$ cat config.mk
export PLATFORM = sky130hd
export DESIGN_NAME = ultrasonic_echo_range_filter
export DESIGN_NICKNAME = d
export VERILOG_FILES = /design/src/hdl/uerf_pkg.sv /design/src/hdl/uerf_fifo.sv /design/src/hdl/uerf_front.sv /design/src/hdl/uerf_back.sv /design/src/hdl/ultrasonic_echo_range_filter.sv
export VERILOG_INCLUDE_DIRS = /design/src /design/src/hdl
export SDC_FILE = /design/constraint.sdc
export NUM_CORES = 1
export LEC_CHECK = 0
export BUFFER_PORTS_ARGS = -buffer_cell sky130_fd_sc_hd__buf_2
export CAP_MARGIN = 20
export CORE_UTILIZATION = 46
export DETAILED_ROUTE_END_ITERATION = 8
export PLACE_DENSITY_LB_ADDON = 0.25
export SETUP_SLACK_MARGIN = 0.05
export SYNTH_ARGS = -nofsm -noshare
export SYNTH_HDL_FRONTEND = slang
export SYNTH_SLANG_ARGS = --single-unit
$ cat constraint.sdc
create_clock -name clk -period 11.5 [get_ports clk]
set_clock_uncertainty 0.1 [all_clocks]
set_input_delay 2.3 -clock clk [delete_from_list [all_inputs] [get_ports clk]]
set_output_delay 2.3 -clock clk [all_outputs]
set_load 0.05 [all_outputs]
$ cat src/hdl/ultrasonic_echo_range_filter_defines.svh
// ----------------------------------------------------------------------------
// Ultrasonic echo range filter - assertion macros
// Shared concurrent assertion shorthands, clocked on clk and gated by rst_n.
// ----------------------------------------------------------------------------
`ifndef ULTRASONIC_ECHO_RANGE_FILTER_DEFINES_SVH
`define ULTRASONIC_ECHO_RANGE_FILTER_DEFINES_SVH

// Same-cycle implication.
`define UERF_ASSERT_NOW(label, ante, cons, msg) \
  label: assert property (@(posedge clk) disable iff (!rst_n) (ante) |-> (cons)) \
    else $error(msg);

// Next-cycle implication.
`define UERF_ASSERT_NEXT(label, ante, cons, msg) \
  label: assert property (@(posedge clk) disable iff (!rst_n) (ante) |=> (cons)) \
    else $error(msg);

`endif

$ cat src/hdl/uerf_pkg.sv
// ----------------------------------------------------------------------------
// Ultrasonic echo range filter - package
// Shared types, codes and constants for the front end, back end and top.
// ----------------------------------------------------------------------------
package uerf_pkg;

  localparam int TICK_W = 16;
  localparam int DIST_W = 9;
  localparam int STAT_W = 2;

  // floor(t * 17 / 1000) == (t * RECIP_MUL) >> RECIP_SHIFT for every 16-bit t
  localparam int                RECIP_SHIFT = 26;
  localparam logic [20:0]       RECIP_MUL   = 21'd1140851;
  localparam int                PROD_W      = TICK_W + 21;
  localparam int                CM_W        = PROD_W - RECIP_SHIFT;

  localparam logic KIND_START = 1'b0;
  localparam logic KIND_TICK  = 1'b1;

  localparam logic [STAT_W-1:0] ST_STORED   = 2'd0;
  localparam logic [STAT_W-1:0] ST_NO_START = 2'd1;
  localparam logic [STAT_W-1:0] ST_TOO_LONG = 2'd2;
  localparam logic [STAT_W-1:0] ST_REJECTED = 2'd3;

  localparam logic [1:0] REG_WAIT_LIMIT   = 2'd0;
  localparam logic [1:0] REG_HIGH_LIMIT   = 2'd1;
  localparam logic [1:0] REG_MAX_DISTANCE = 2'd2;

  localparam logic [TICK_W-1:0] WAIT_LIMIT_RST   = 16'd10000;
  localparam logic [TICK_W-1:0] HIGH_LIMIT_RST   = 16'd50000;
  localparam logic [DIST_W-1:0] MAX_DISTANCE_RST = 9'd400;

  typedef struct packed {
    logic kind;
    logic echo;
  } in_item_t;

  typedef struct packed {
    logic [DIST_W-1:0] filtered_cm;
    logic [DIST_W-1:0] raw_cm;
    logic [STAT_W-1:0] status;
  } out_item_t;

  typedef enum logic [1:0] {
    PH_IDLE = 2'd0,
    PH_WAIT = 2'd1,
    PH_HIGH = 2'd2
  } phase_t;

  typedef enum logic [1:0] {
    JOB_FINISH   = 2'd0,
    JOB_NO_START = 2'd1,
    JOB_TOO_LONG = 2'd2
  } job_kind_t;

  typedef struct packed {
    job_kind_t         kind;
    logic [TICK_W-1:0] ticks;
  } job_t;

  typedef enum logic [2:0] {
    BK_IDLE  = 3'd0,
    BK_MUL   = 3'd1,
    BK_STORE = 3'd2,
    BK_SUM   = 3'd3,
    BK_DIV   = 3'd4,
    BK_PUSH  = 3'd5
  } back_state_t;

endpackage

$ cat src/hdl/uerf_fifo.sv
// ----------------------------------------------------------------------------
// Ultrasonic echo range filter - small queue
// Register-based first-in first-out buffer with full and empty flags.
// ----------------------------------------------------------------------------
module uerf_fifo #(
  parameter int DATA_W = 8,
  parameter int DEPTH  = 2
) (
  input  logic              clk,
  input  logic              rst_n,
  input  logic              push,
  input  logic [DATA_W-1:0] din,
  output logic              full,
  input  logic              pop,
  output logic [DATA_W-1:0] dout,
  output logic              empty
);

  localparam int PTR_W = (DEPTH > 1) ? $clog2(DEPTH) : 1;
  localparam int CNT_W = $clog2(DEPTH + 1);

  logic [DATA_W-1:0] data_r [DEPTH];
  logic [PTR_W-1:0]  wr_ptr_r;
  logic [PTR_W-1:0]  rd_ptr_r;
  logic [CNT_W-1:0]  count_r;
  logic              do_push;
  logic              do_pop;

  assign full    = (count_r == CNT_W'(DEPTH));
  assign empty   = (count_r == '0);
  assign do_push = push && !full;
  assign do_pop  = pop && !empty;
  assign dout    = data_r[rd_ptr_r];

  always_ff @(posedge clk) begin
    if (!rst_n) begin
      wr_ptr_r <= '0;
      rd_ptr_r <= '0;
      count_r  <= '0;
    end else begin
      if (do_push) begin
        wr_ptr_r <= (wr_ptr_r == PTR_W'(DEPTH - 1)) ? '0 : wr_ptr_r + 1'b1;
      end
      if (do_pop) begin
        rd_ptr_r <= (rd_ptr_r == PTR_W'(DEPTH - 1)) ? '0 : rd_ptr_r + 1'b1;
      end
      unique case ({do_push, do_pop})
        2'b10:   count_r <= count_r + 1'b1;
        2'b01:   count_r <= count_r - 1'b1;
        default: count_r <= count_r;
      endcase
    end
  end

  always_ff @(posedge clk) begin
    if (do_push) begin
      data_r[wr_ptr_r] <= din;
    end
  end

endmodule

$ cat src/hdl/uerf_front.sv
// ----------------------------------------------------------------------------
// Ultrasonic echo range filter - front end
// Track the echo phase and tick count; emit one job per finished measurement.
// ----------------------------------------------------------------------------
module uerf_front import uerf_pkg::*; (
  input  logic              clk,
  input  logic              rst_n,
  input  logic              accept,
  input  in_item_t          item,
  input  logic [TICK_W-1:0] wait_limit,
  input  logic [TICK_W-1:0] high_limit,
  output logic              job_push,
  output job_t              job
);

  phase_t            phase_r, phase_nxt;
  logic [TICK_W-1:0] tick_r, tick_nxt;

  // Next phase and tick count
  always_comb begin
    phase_nxt = phase_r;
    tick_nxt  = tick_r;
    if (accept) begin
      if (item.kind == KIND_START) begin
        phase_nxt = PH_WAIT;
        tick_nxt  = '0;
      end else begin
        unique case (phase_r)
          PH_WAIT: begin
            if (item.echo) begin
              phase_nxt = PH_HIGH;
              tick_nxt  = '0;
            end else if (tick_r >= wait_limit) begin
              phase_nxt = PH_IDLE;
              tick_nxt  = '0;
            end else begin
              tick_nxt = tick_r + 1'b1;
            end
          end
          PH_HIGH: begin
            if (!item.echo || (tick_r >= high_limit)) begin
              phase_nxt = PH_IDLE;
              tick_nxt  = '0;
            end else begin
              tick_nxt = tick_r + 1'b1;
            end
          end
          default: phase_nxt = PH_IDLE;
        endcase
      end
    end
  end

  // Job emission
  always_comb begin
    job_push  = 1'b0;
    job.kind  = JOB_FINISH;
    job.ticks = tick_r;
    if (accept && (item.kind == KIND_TICK)) begin
      unique case (phase_r)
        PH_WAIT: begin
          if (!item.echo && (tick_r >= wait_limit)) begin
            job_push = 1'b1;
            job.kind = JOB_NO_START;
          end
        end
        PH_HIGH: begin
          if (!item.echo) begin
            job_push = 1'b1;
            job.kind = JOB_FINISH;
          end else if (tick_r >= high_limit) begin
            job_push = 1'b1;
            job.kind = JOB_TOO_LONG;
          end
        end
        default: job_push = 1'b0;
      endcase
    end
  end

  always_ff @(posedge clk) begin
    if (!rst_n) begin
      phase_r <= PH_IDLE;
      tick_r  <= '0;
    end else begin
      phase_r <= phase_nxt;
      tick_r  <= tick_nxt;
    end
  end

endmodule

$ cat src/hdl/uerf_back.sv
// ----------------------------------------------------------------------------
// Ultrasonic echo range filter - back end
// Convert ticks to cm, update the sample ring and average it serially.
// ----------------------------------------------------------------------------
module uerf_back import uerf_pkg::*; #(
  parameter int WINDOW = 5
) (
  input  logic              clk,
  input  logic              rst_n,
  input  logic              job_empty,
  input  job_t              job,
  output logic              job_pop,
  input  logic [DIST_W-1:0] max_distance,
  input  logic              out_full,
  output logic              out_push,
  output out_item_t         result
);

  localparam int SLOT_W = (WINDOW > 1) ? $clog2(WINDOW) : 1;
  localparam int CNT_W  = $clog2(WINDOW + 1);
  localparam int SUM_W  = DIST_W + CNT_W;
  localparam int STEP_W = $clog2(SUM_W + 1);

  back_state_t       state_r, state_nxt;
  job_t              job_r;
  logic [PROD_W-1:0] prod_r;
  logic [DIST_W-1:0] ring_mem_r [WINDOW];
  logic [SLOT_W-1:0] slot_r;
  logic              ring_full_r;
  logic [DIST_W-1:0] raw_r;
  logic [STAT_W-1:0] status_r;
  logic [CNT_W-1:0]  idx_r;
  logic [DIST_W-1:0] rd_r;
  logic              rd_vld_r;
  logic [SUM_W-1:0]  sum_r;
  logic [SUM_W-1:0]  q_r;
  logic [CNT_W-1:0]  rem_r;
  logic [STEP_W-1:0] step_r;

  logic [CM_W-1:0]   cm_full;
  logic [DIST_W-1:0] cm_clamp;
  logic              store_ok;
  logic              slot_last;
  logic [CNT_W-1:0]  cnt;
  logic              rd_go;
  logic              sum_done;
  logic [CNT_W:0]    trial;
  logic [CNT_W:0]    diff;
  logic              ge;
  logic [CNT_W-1:0]  rem_nxt;
  logic              div_done;

  assign cm_full   = prod_r[PROD_W-1:RECIP_SHIFT];
  assign cm_clamp  = (cm_full > CM_W'(max_distance)) ? max_distance : cm_full[DIST_W-1:0];
  assign store_ok  = (cm_clamp != '0) && (cm_clamp < max_distance);
  assign slot_last = (slot_r == SLOT_W'(WINDOW - 1));
  assign cnt       = ring_full_r ? CNT_W'(WINDOW) : CNT_W'(slot_r);
  assign rd_go     = (state_r == BK_SUM) && (idx_r != cnt);
  assign sum_done  = (idx_r == cnt) && !rd_vld_r;
  assign trial     = {rem_r, q_r[SUM_W-1]};
  assign diff      = trial - {1'b0, cnt};
  assign ge        = (trial >= {1'b0, cnt});
  assign rem_nxt   = ge ? diff[CNT_W-1:0] : trial[CNT_W-1:0];
  assign div_done  = (step_r == STEP_W'(SUM_W));

  // Sequencer next state
  always_comb begin
    state_nxt = state_r;
    unique case (state_r)
      BK_IDLE: begin
        if (!job_empty) begin
          state_nxt = (job.kind == JOB_FINISH) ? BK_MUL : BK_SUM;
        end
      end
      BK_MUL:   state_nxt = BK_STORE;
      BK_STORE: state_nxt = BK_SUM;
      BK_SUM:   if (sum_done) state_nxt = BK_DIV;
      BK_DIV:   if (div_done) state_nxt = BK_PUSH;
      BK_PUSH:  if (!out_full) state_nxt = BK_IDLE;
      default:  state_nxt = BK_IDLE;
    endcase
  end

  // Sequencer outputs
  always_comb begin
    job_pop            = (state_r == BK_IDLE) && !job_empty;
    out_push           = (state_r == BK_PUSH) && !out_full;
    result.filtered_cm = (cnt == '0) ? DIST_W'(1) : q_r[DIST_W-1:0];
    result.raw_cm      = raw_r;
    result.status      = status_r;
  end

  always_ff @(posedge clk) begin
    if (!rst_n) begin
      state_r     <= BK_IDLE;
      slot_r      <= '0;
      ring_full_r <= 1'b0;
      rd_vld_r    <= 1'b0;
    end else begin
      state_r  <= state_nxt;
      rd_vld_r <= rd_go;
      if ((state_r == BK_STORE) && store_ok) begin
        slot_r <= slot_last ? '0 : slot_r + 1'b1;
        if (slot_last) begin
          ring_full_r <= 1'b1;
        end
      end
    end
  end

  always_ff @(posedge clk) begin
    if (job_pop) begin
      job_r    <= job;
      idx_r    <= '0;
      sum_r    <= '0;
      raw_r    <= '0;
      status_r <= (job.kind == JOB_NO_START) ? ST_NO_START : ST_TOO_LONG;
    end
    if (state_r == BK_MUL) begin
      prod_r <= PROD_W'(job_r.ticks) * PROD_W'(RECIP_MUL);
    end
    if (state_r == BK_STORE) begin
      raw_r    <= cm_clamp;
      status_r <= store_ok ? ST_STORED : ST_REJECTED;
    end
    if (state_r == BK_SUM) begin
      if (rd_go) begin
        idx_r <= idx_r + 1'b1;
      end
      if (rd_vld_r) begin
        sum_r <= sum_r + SUM_W'(rd_r);
      end
      if (sum_done) begin
        q_r    <= sum_r;
        rem_r  <= '0;
        step_r <= '0;
      end
    end
    if ((state_r == BK_DIV) && !div_done) begin
      q_r    <= {q_r[SUM_W-2:0], ge};
      rem_r  <= rem_nxt;
      step_r <= step_r + 1'b1;
    end
  end

  // Sample ring: one write port, one registered read port
  always_ff @(posedge clk) begin
    if ((state_r == BK_STORE) && store_ok) begin
      ring_mem_r[slot_r] <= cm_clamp;
    end
    if (rd_go) begin
      rd_r <= ring_mem_r[idx_r[SLOT_W-1:0]];
    end
  end

endmodule

$ cat src/hdl/ultrasonic_echo_range_filter.sv
// ----------------------------------------------------------------------------
// Ultrasonic echo range filter - top level
// Echo pulse timing, distance conversion and moving-average filtering.
// ----------------------------------------------------------------------------
//
//  Channel   Handshake              Payload / fields
//  --------  ---------------------  ------------------------------------------
//  input     push / full            in_data  : kind, echo
//  result    pop / empty            out_data : filtered_cm, raw_cm, status
//  config    psel penable pwrite    paddr[3:2] selects register, pwdata, prdata
//
//  The front end takes one request per cycle while full is low; full rises
//  only when the two-entry job queue toward the back end is full.
//  A measurement result passes through the back end's serial ring read and
//  the one-bit per cycle divider; timeouts skip the multiply and store steps.
//  Reset is synchronous on rst_n; the sample ring needs no clearing pass.
//  A stalled result side backs up through the two-entry result queue and the
//  job queue before full is raised.
//
`include "ultrasonic_echo_range_filter_defines.svh"

module ultrasonic_echo_range_filter import uerf_pkg::*; #(
  parameter int WINDOW = 5
) (
  input  logic        clk,
  input  logic        rst_n,
  // input channel
  input  logic        push,
  output logic        full,
  input  in_item_t    in_data,
  // result channel
  output logic        empty,
  input  logic        pop,
  output out_item_t   out_data,
  // configuration port
  input  logic        psel,
  input  logic        penable,
  input  logic        pwrite,
  input  logic [3:0]  paddr,
  input  logic [31:0] pwdata,
  output logic [31:0] prdata,
  output logic        pready
);

  logic [TICK_W-1:0] wait_limit_r;
  logic [TICK_W-1:0] high_limit_r;
  logic [DIST_W-1:0] max_distance_r;
  logic              cfg_wr;

  logic              in_accept;
  logic              jq_push;
  job_t              jq_din;
  logic              jq_full;
  logic              jq_pop;
  job_t              jq_dout;
  logic              jq_empty;
  logic              oq_push;
  out_item_t         oq_din;
  logic              oq_full;

  // Configuration registers: write on the access phase, read back live.
  assign pready = 1'b1;
  assign cfg_wr = psel && penable && pwrite;

  always_ff @(posedge clk) begin
    if (!rst_n) begin
      wait_limit_r   <= WAIT_LIMIT_RST;
      high_limit_r   <= HIGH_LIMIT_RST;
      max_distance_r <= MAX_DISTANCE_RST;
    end else if (cfg_wr) begin
      unique case (paddr[3:2])
        REG_WAIT_LIMIT:   wait_limit_r   <= pwdata[TICK_W-1:0];
        REG_HIGH_LIMIT:   high_limit_r   <= pwdata[TICK_W-1:0];
        REG_MAX_DISTANCE: max_distance_r <= pwdata[DIST_W-1:0];
        default:          ;
      endcase
    end
  end

  always_comb begin
    unique case (paddr[3:2])
      REG_WAIT_LIMIT:   prdata = 32'(wait_limit_r);
      REG_HIGH_LIMIT:   prdata = 32'(high_limit_r);
      REG_MAX_DISTANCE: prdata = 32'(max_distance_r);
      default:          prdata = '0;
    endcase
  end

  // Hold every request while the job queue cannot take a possible job.
  assign full      = jq_full;
  assign in_accept = push && !full;

  uerf_front u_front (
    .clk        (clk),
    .rst_n      (rst_n),
    .accept     (in_accept),
    .item       (in_data),
    .wait_limit (wait_limit_r),
    .high_limit (high_limit_r),
    .job_push   (jq_push),
    .job        (jq_din)
  );

  // Decouple the per-tick front end from the multi-cycle back end.
  uerf_fifo #(
    .DATA_W ($bits(job_t)),
    .DEPTH  (2)
  ) u_job_q (
    .clk   (clk),
    .rst_n (rst_n),
    .push  (jq_push),
    .din   (jq_din),
    .full  (jq_full),
    .pop   (jq_pop),
    .dout  (jq_dout),
    .empty (jq_empty)
  );

  uerf_back #(
    .WINDOW (WINDOW)
  ) u_back (
    .clk          (clk),
    .rst_n        (rst_n),
    .job_empty    (jq_empty),
    .job          (jq_dout),
    .job_pop      (jq_pop),
    .max_distance (max_distance_r),
    .out_full     (oq_full),
    .out_push     (oq_push),
    .result       (oq_din)
  );

  // Result queue: the back end advances while the consumer stalls.
  uerf_fifo #(
    .DATA_W ($bits(out_item_t)),
    .DEPTH  (2)
  ) u_out_q (
    .clk   (clk),
    .rst_n (rst_n),
    .push  (oq_push),
    .din   (oq_din),
    .full  (oq_full),
    .pop   (pop),
    .dout  (out_data),
    .empty (empty)
  );

  // Back end never drives a result into a full queue.
  `UERF_ASSERT_NOW(a_out_no_overflow, oq_push, !oq_full, "result queue overflow")

  // A start request re-arms the front end and never emits a job.
  `UERF_ASSERT_NOW(a_start_no_job, in_accept && (in_data.kind == KIND_START), !jq_push,
                   "start request produced a job")

  // A stored reading is always a nonzero distance.
  `UERF_ASSERT_NOW(a_stored_nonzero, !empty && (out_data.status == ST_STORED),
                   out_data.raw_cm != '0, "stored reading with zero distance")

  // A result handed to the queue is visible on the next cycle.
  `UERF_ASSERT_NEXT(a_push_visible, oq_push && !oq_full, !empty,
                    "pushed result not visible")

endmodule

==> results of run 1 <==
## logic make-up (layout without fill, tap and decap cells)
kind of cell / after synthesis / in the layout / share of synthesized area
compound gates: 194 / 194 / 0.0718
xor+xnor: 40 / 40 / 0.0196
fa+ha+maj: 325 / 325 / 0.267
buf+inv: 305 / 384 / 0.0679
flops: 279 / 279 / 0.417
mux: 98 / 98 / 0.0653
other cells: 2 / 17 / 0.000420
simple gates: 351 / 351 / 0.0911
## worst max-delay path, delay by kind of cell (launching register included)
family	cells	cell delay, ns
adders and majority gates	7	3.04
buffers and inverters	4	0.26
DFF	1	0.61
AOI/OAI and AO/OA	7	1.73
and+or+nand+nor	2	0.37
muxes	1	0.22
## layout make-up
class                           count  area, um^2  share of cell area
Inverter                          251         942              0.0478
Timing Repair Buffer               77         418              0.0212
Multi-Input combinational cell   1025        9280               0.471
Clock buffer                       42         837              0.0425
Sequential cell                   279        7460               0.379
Tap cell                          511         639              0.0325
Clock inverter                     14         121             0.00616
## cell usage in the layout (no fill, tap or decap), drive strengths merged, types with 5 or more instances in the layout
| cell type | n |
|---|---|
| a21o | 11 |
| a21oi | 56 |
| a31oi | 7 |
| and2 | 16 |
| and3 | 6 |
| buf | 77 |
| clkbuf | 42 |
| clkinv | 10 |
| conb | 17 |
| dfxtp | 92 |
| edfxtp | 187 |
| fa | 93 |
| ha | 232 |
| inv | 253 |
| mux2 | 58 |
| mux2i | 31 |
| mux4 | 9 |
| nand2 | 128 |
| nand2b | 12 |
| nand3 | 30 |
| nand4 | 15 |
| nor2 | 84 |
| nor2b | 16 |
| nor3 | 17 |
| nor4 | 5 |
| o211ai | 20 |
| o21a | 7 |
| o21ai | 47 |
| o31ai | 5 |
| or2 | 6 |
| or3 | 5 |
| xnor2 | 20 |
| xor2 | 20 |
## through the flow
stage          std cells  hold slack [ns]
2_1_floorplan       1609            0.321
3_3_place_gp        2142            0.325
3_5_place_dp        2143            0.356
4_1_cts             2199            0.366
5_1_grt             2199            0.385
6_report            2199            0.366
## path summary, 6_finish.rpt
check	from	end	slack, ns
worst max-delay path	u_back.job_r[10]	u_back.prod_r[36]	4.89
worst min-delay path	u_back.sum_r[11]	u_back.sum_r[11]	0.37
worst max register to register	u_back.job_r[10]	u_back.prod_r[36]	4.89
worst min register to register	u_back.sum_r[11]	u_back.sum_r[11]	0.37
## layer usage
layer,part of all wire,vias up
li1,-,5583
met1,0.47,5571
met2,0.48,207
met3,0.036,54
met4,0.023,2
met5,0.00028,-
## power by group
group          leakage [nW]  total [mW]  switching, mW  internal (mW)
registers              2.43        1.20         0.0538           1.14
logic                  5.67       0.318          0.189          0.129
clock network         0.465       0.930          0.379          0.551
total                  8.57        2.45          0.622           1.82
## registers in the layout, summed over array words and instances, names as in the netlist, 4 cells and up, named ones only
signal and flops:
u_back.ring_mem_r 45, u_out_q.data_r 40, u_job_q.data_r 36, high_limit_r 16
u_back.job_r 16, u_front.tick_r 16, wait_limit_r 16, u_back.q_r 12
u_back.sum_r 12, u_back.prod_r 11, max_distance_r 9, u_back.raw_r 9
u_back.rd_r 9, u_back.step_r 4
==> metrics, run 1 <==
status=finished clean; global placement routability congestion=0.859; met3 Track Usage GR=0.0241; pwr dens=124 nW/um^2; Synth Flop Type=edfxtp_1; placed wire-length estimate=27.6 mm; gr usage total=0.188; yosys warns=0; Final Hold Fails=0; RSZ-0062 raised after global routing=no; hold_buf cts=0; Critical Path, Cell by Cell=inv_1 > fa_1 > inv_1 > ha_1 > or2_2 > fa_1 > inv_1 > fa_1 > fa_1 > fa_1 > inv_1 > ha_1 > a21oi_1 > nand2_1 > a21oi_1 > a31oi_1 > o311ai_2 > a21oi_2 > a41oi_4 > mux2i_1 > o2111ai_1; Worst setup SP type=flop; CP Max Fanout=7; Power Total=2.45 mW; synth unique cells=66; Antenna diodes=0; Mapped Cells=1594; max_slew headroom=0.304; CTS tree=done; Chip Height=199 um; Synth Cell Area=17900 um^2; met2 Usage GRT=0.318; Worst setup EP type=flop; CORE AREA=37900 um^2; htree depth=1; antenna viol nets, final=0; area post-placement=18700 um^2; CP dominant cell by count=fa_1; Layout fillers=3361; row cnt=71; final worst path period need=6.61 ns; post-route cell area=19700 um^2; Detailed Route Iter0 Violations=565; Async SR Flop Fraction=0; DRC violations left=0; final net count=2034; Worst Path Required=11.66 ns; Starting Density=0.471; root buf cell=clkbuf_16; post-synthesis register bit count=279; max incr delay on CP=0.61 ns; kind of critical path=flop to flop; hold depth=1; Worst Tran Pin Value=1.04 ns; initial antenna violation count=2; worst-case reg-to-reg path depth=21; Die Wd=199 um; Setup Fix Bufs, Post-CTS=0; Worst-Skew Late Latency=0.55 ns; I/O Pins=100; Tcrit/Tclk final=0.575; layout cells sized above 1=0.118; register area share after synthesis=0.417; Post-Place Setup Slack=4.84 ns; clock tree buffer depth=3; final setup violation count=0; clock-pin slew on the worst setup and hold paths=0.06 ns; post-layout util=0.519; max-cap violation count=0; final setup margin=4.89 ns; Routed WL=35.6 mm; Area growth syn-to-layout=10.2%; Hold Crit Class=flop to flop; Worst EP arrival=6.77 ns; fin. max-slew vios=0; post-synth top area share=0.314; CTS sink count=279; largest net degree at the start of global routing=46; vias=11400; cell with the most instances after synthesis=inv_1; met1 Use GR=0.255; vias in the first global route=11600; via/cell ratio=5.19; GRT overflow=0; per-cell routed wire length=16.2 um; Post-synth EDFFs=187; area leader, netlist=edfxtp_1; post_cts resized=0; Post-synth top cells=inv_1, ha_1, edfxtp_1; Port-buffer cells=64; drt pass-1 iters=5; slowest CP cell=edfxtp_1; setup TNS=0 ns; die area=39600 um^2; CTS buffer count=30; layer with the highest usage=met2; Synth area leaders=edfxtp_1, ha_1, fa_1; Max VDD drop=0.139 mV; LEAKAGE=8.57 nW; Synth Area per Inst=11.2 um^2; fmax=151 MHz; first-pass GRT wire length=58.8 mm
Power figures use the tool's default switching activity.
==> inputs of run 2 (changes only) <==
clock period = 6.9 ns   (was 11.5 ns; I/O delays follow)
==> run 2 against run 1 <==
Core utilization about the same. Via count is 0.30% lower. Total power rose by 66%. Combinational power is 67% higher. Largest cell class unchanged. Critical path depth is the same.
==> metrics, run 2 (synthesis results as in run 1) <==
row cnt=71; Starting Density=0.471; CORE AREA=37900 um^2; largest net degree at the start of global routing=46; kind of critical path=flop to flop; Max VDD drop=0.233 mV; Hold Crit Class=flop to flop; post-route cell area=19700 um^2; Worst setup EP type=flop; CTS sink count=279; max incr delay on CP=0.56 ns; Worst setup SP type=flop; Worst Path Required=7.08 ns; Largest regs=u_back.ring_mem_r (45), u_out_q.data_r (40), u_job_q.data_r (36); most frequent cells in the layout=inv_1, ha_1, edfxtp_1; max_slew headroom=0.321; final setup violation count=0; Hold WS=0.344 ns; GRT overflow=0; die area=39600 um^2; vias=11400; I/O Pins=100; status=finished clean; fmax=155 MHz; Multi-input gate area=9280 um^2; htree depth=1; first-pass GRT wire length=58.8 mm; Reg with most FFs=u_back.ring_mem_r; RSZ-0062 raised after global routing=no; Worst-Skew Late Latency=0.55 ns; CTS buffer count=30; gr usage total=0.188; Detailed Route Iter0 Violations=496; slowest CP cell=fa_1; Routed WL=35.9 mm; Worst EP arrival=6.63 ns; max FFs per register=45; commonest non-fill, non-tap cell in the layout=inv_1; LEAKAGE=8.58 nW; Final Hold Fails=0; final worst path period need=6.45 ns; Reg2Reg Setup Slack=0.45 ns; storage element area=7460 um^2; final net count=2037; Setup Fix Bufs, Post-CTS=0; pwr dens=207 nW/um^2; CTS tree=done; clock tree buffer depth=3; max-cap violation count=0; Power Total=4.07 mW; CP Max Fanout=5; clock-pin slew on the worst setup and hold paths=0.06 ns; CP dominant cell by count=fa_1; per-cell routed wire length=16.3 um; hold path start=u_back.raw_r[1]; R2R Path Start=u_back.job_r[11]; Antenna diodes=0; Worst Tran Pin Value=1.02 ns; Critical Path, Cell by Cell=inv_1 > fa_1 > inv_1 > ha_1 > or2_2 > fa_1 > inv_1 > fa_1 > fa_1 > fa_1 > inv_1 > ha_1 > nand3_1 > nand2_1 > a21oi_1 > a31oi_1 > o311ai_2 > a21oi_2 > a41oi_4 > mux2i_1 > o2111ai_1; global placement routability congestion=0.901; area post-placement=18700 um^2; drt pass-1 iters=5; post-layout util=0.519; fin. max-slew vios=0; post_cts resized=0; Chip Height=199 um; Layout fillers=3385; vias in the first global route=11500; initial antenna violation count=0; CP Launch Point=u_back.job_r[11]; Area growth syn-to-layout=10.2%; setup TNS=0 ns; antenna viol nets, final=0; Port-buffer cells=64; DRC violations left=0; root buf cell=clkbuf_16; hold_buf cts=0; layout cells sized above 1=0.122; Die Wd=199 um; placed wire-length estimate=27.7 mm; via/cell ratio=5.17; Tcrit/Tclk final=0.935
==> run 2: cell types whose count changed in the layout (fill, tap and decap cells not counted) <==
cell      change
buf_4         +2
clkbuf_1      +3
clkbuf_4      +1
clkbuf_8      -2
clkinv_1      -6
clkinv_2      +6
clkinv_4      -1
inv_6         -1
inv_8         +1
==> run 2: where the power goes <==
| group | internal (mW) | switching, mW |
|---|---|---|
| Sequential | 1.91 | 0.0877 |
| Clock | 0.902 | 0.640 |
| Combinational | 0.215 | 0.316 |
==> run 2: worst max-delay path, delay by kind of cell, from the launching register on <==
| kind | cells | cell delay, ns |
|---|---|---|
| mux | 1 | 0.24 |
| flops | 1 | 0.44 |
| compound gates | 6 | 1.58 |
| simple gates | 3 | 0.44 |
| fa+ha+maj | 7 | 3.09 |
| buf+inv | 4 | 0.31 |
==> run 2: metal layers <==
layer,share of wire,track usage
met5,0,0
met4,0.023,0.0476
met3,0.047,0.0243
met2,0.47,0.314
met1,0.46,0.259
==> run 2: worst paths after layout <==
kind | endpoint | depth (start not counted)
max | u_back.prod_r[36] | 21
min | u_out_q.data_r[1][3] | 0
max reg2reg | u_back.prod_r[36] | 21
min reg2reg | u_out_q.data_r[1][3] | 0
==> run 2: through the flow <==
stage               setup slack, ns  instances
floorplan                      1.13       1609
CTS                           0.459       2201
finish                        0.449       2202
global placement              0.537       2145
global route                  0.163       2202
detailed placement            0.503       2145
==> run 2: layout make-up <==
cell class / instances / area share
inverter: 251 / 0.0478
tap: 511 / 0.0325
multi-input combinational: 1025 / 0.471
timing repair buffer: 80 / 0.0224
clock buffer: 43 / 0.0417
clock inverter: 13 / 0.00622
sequential: 279 / 0.379
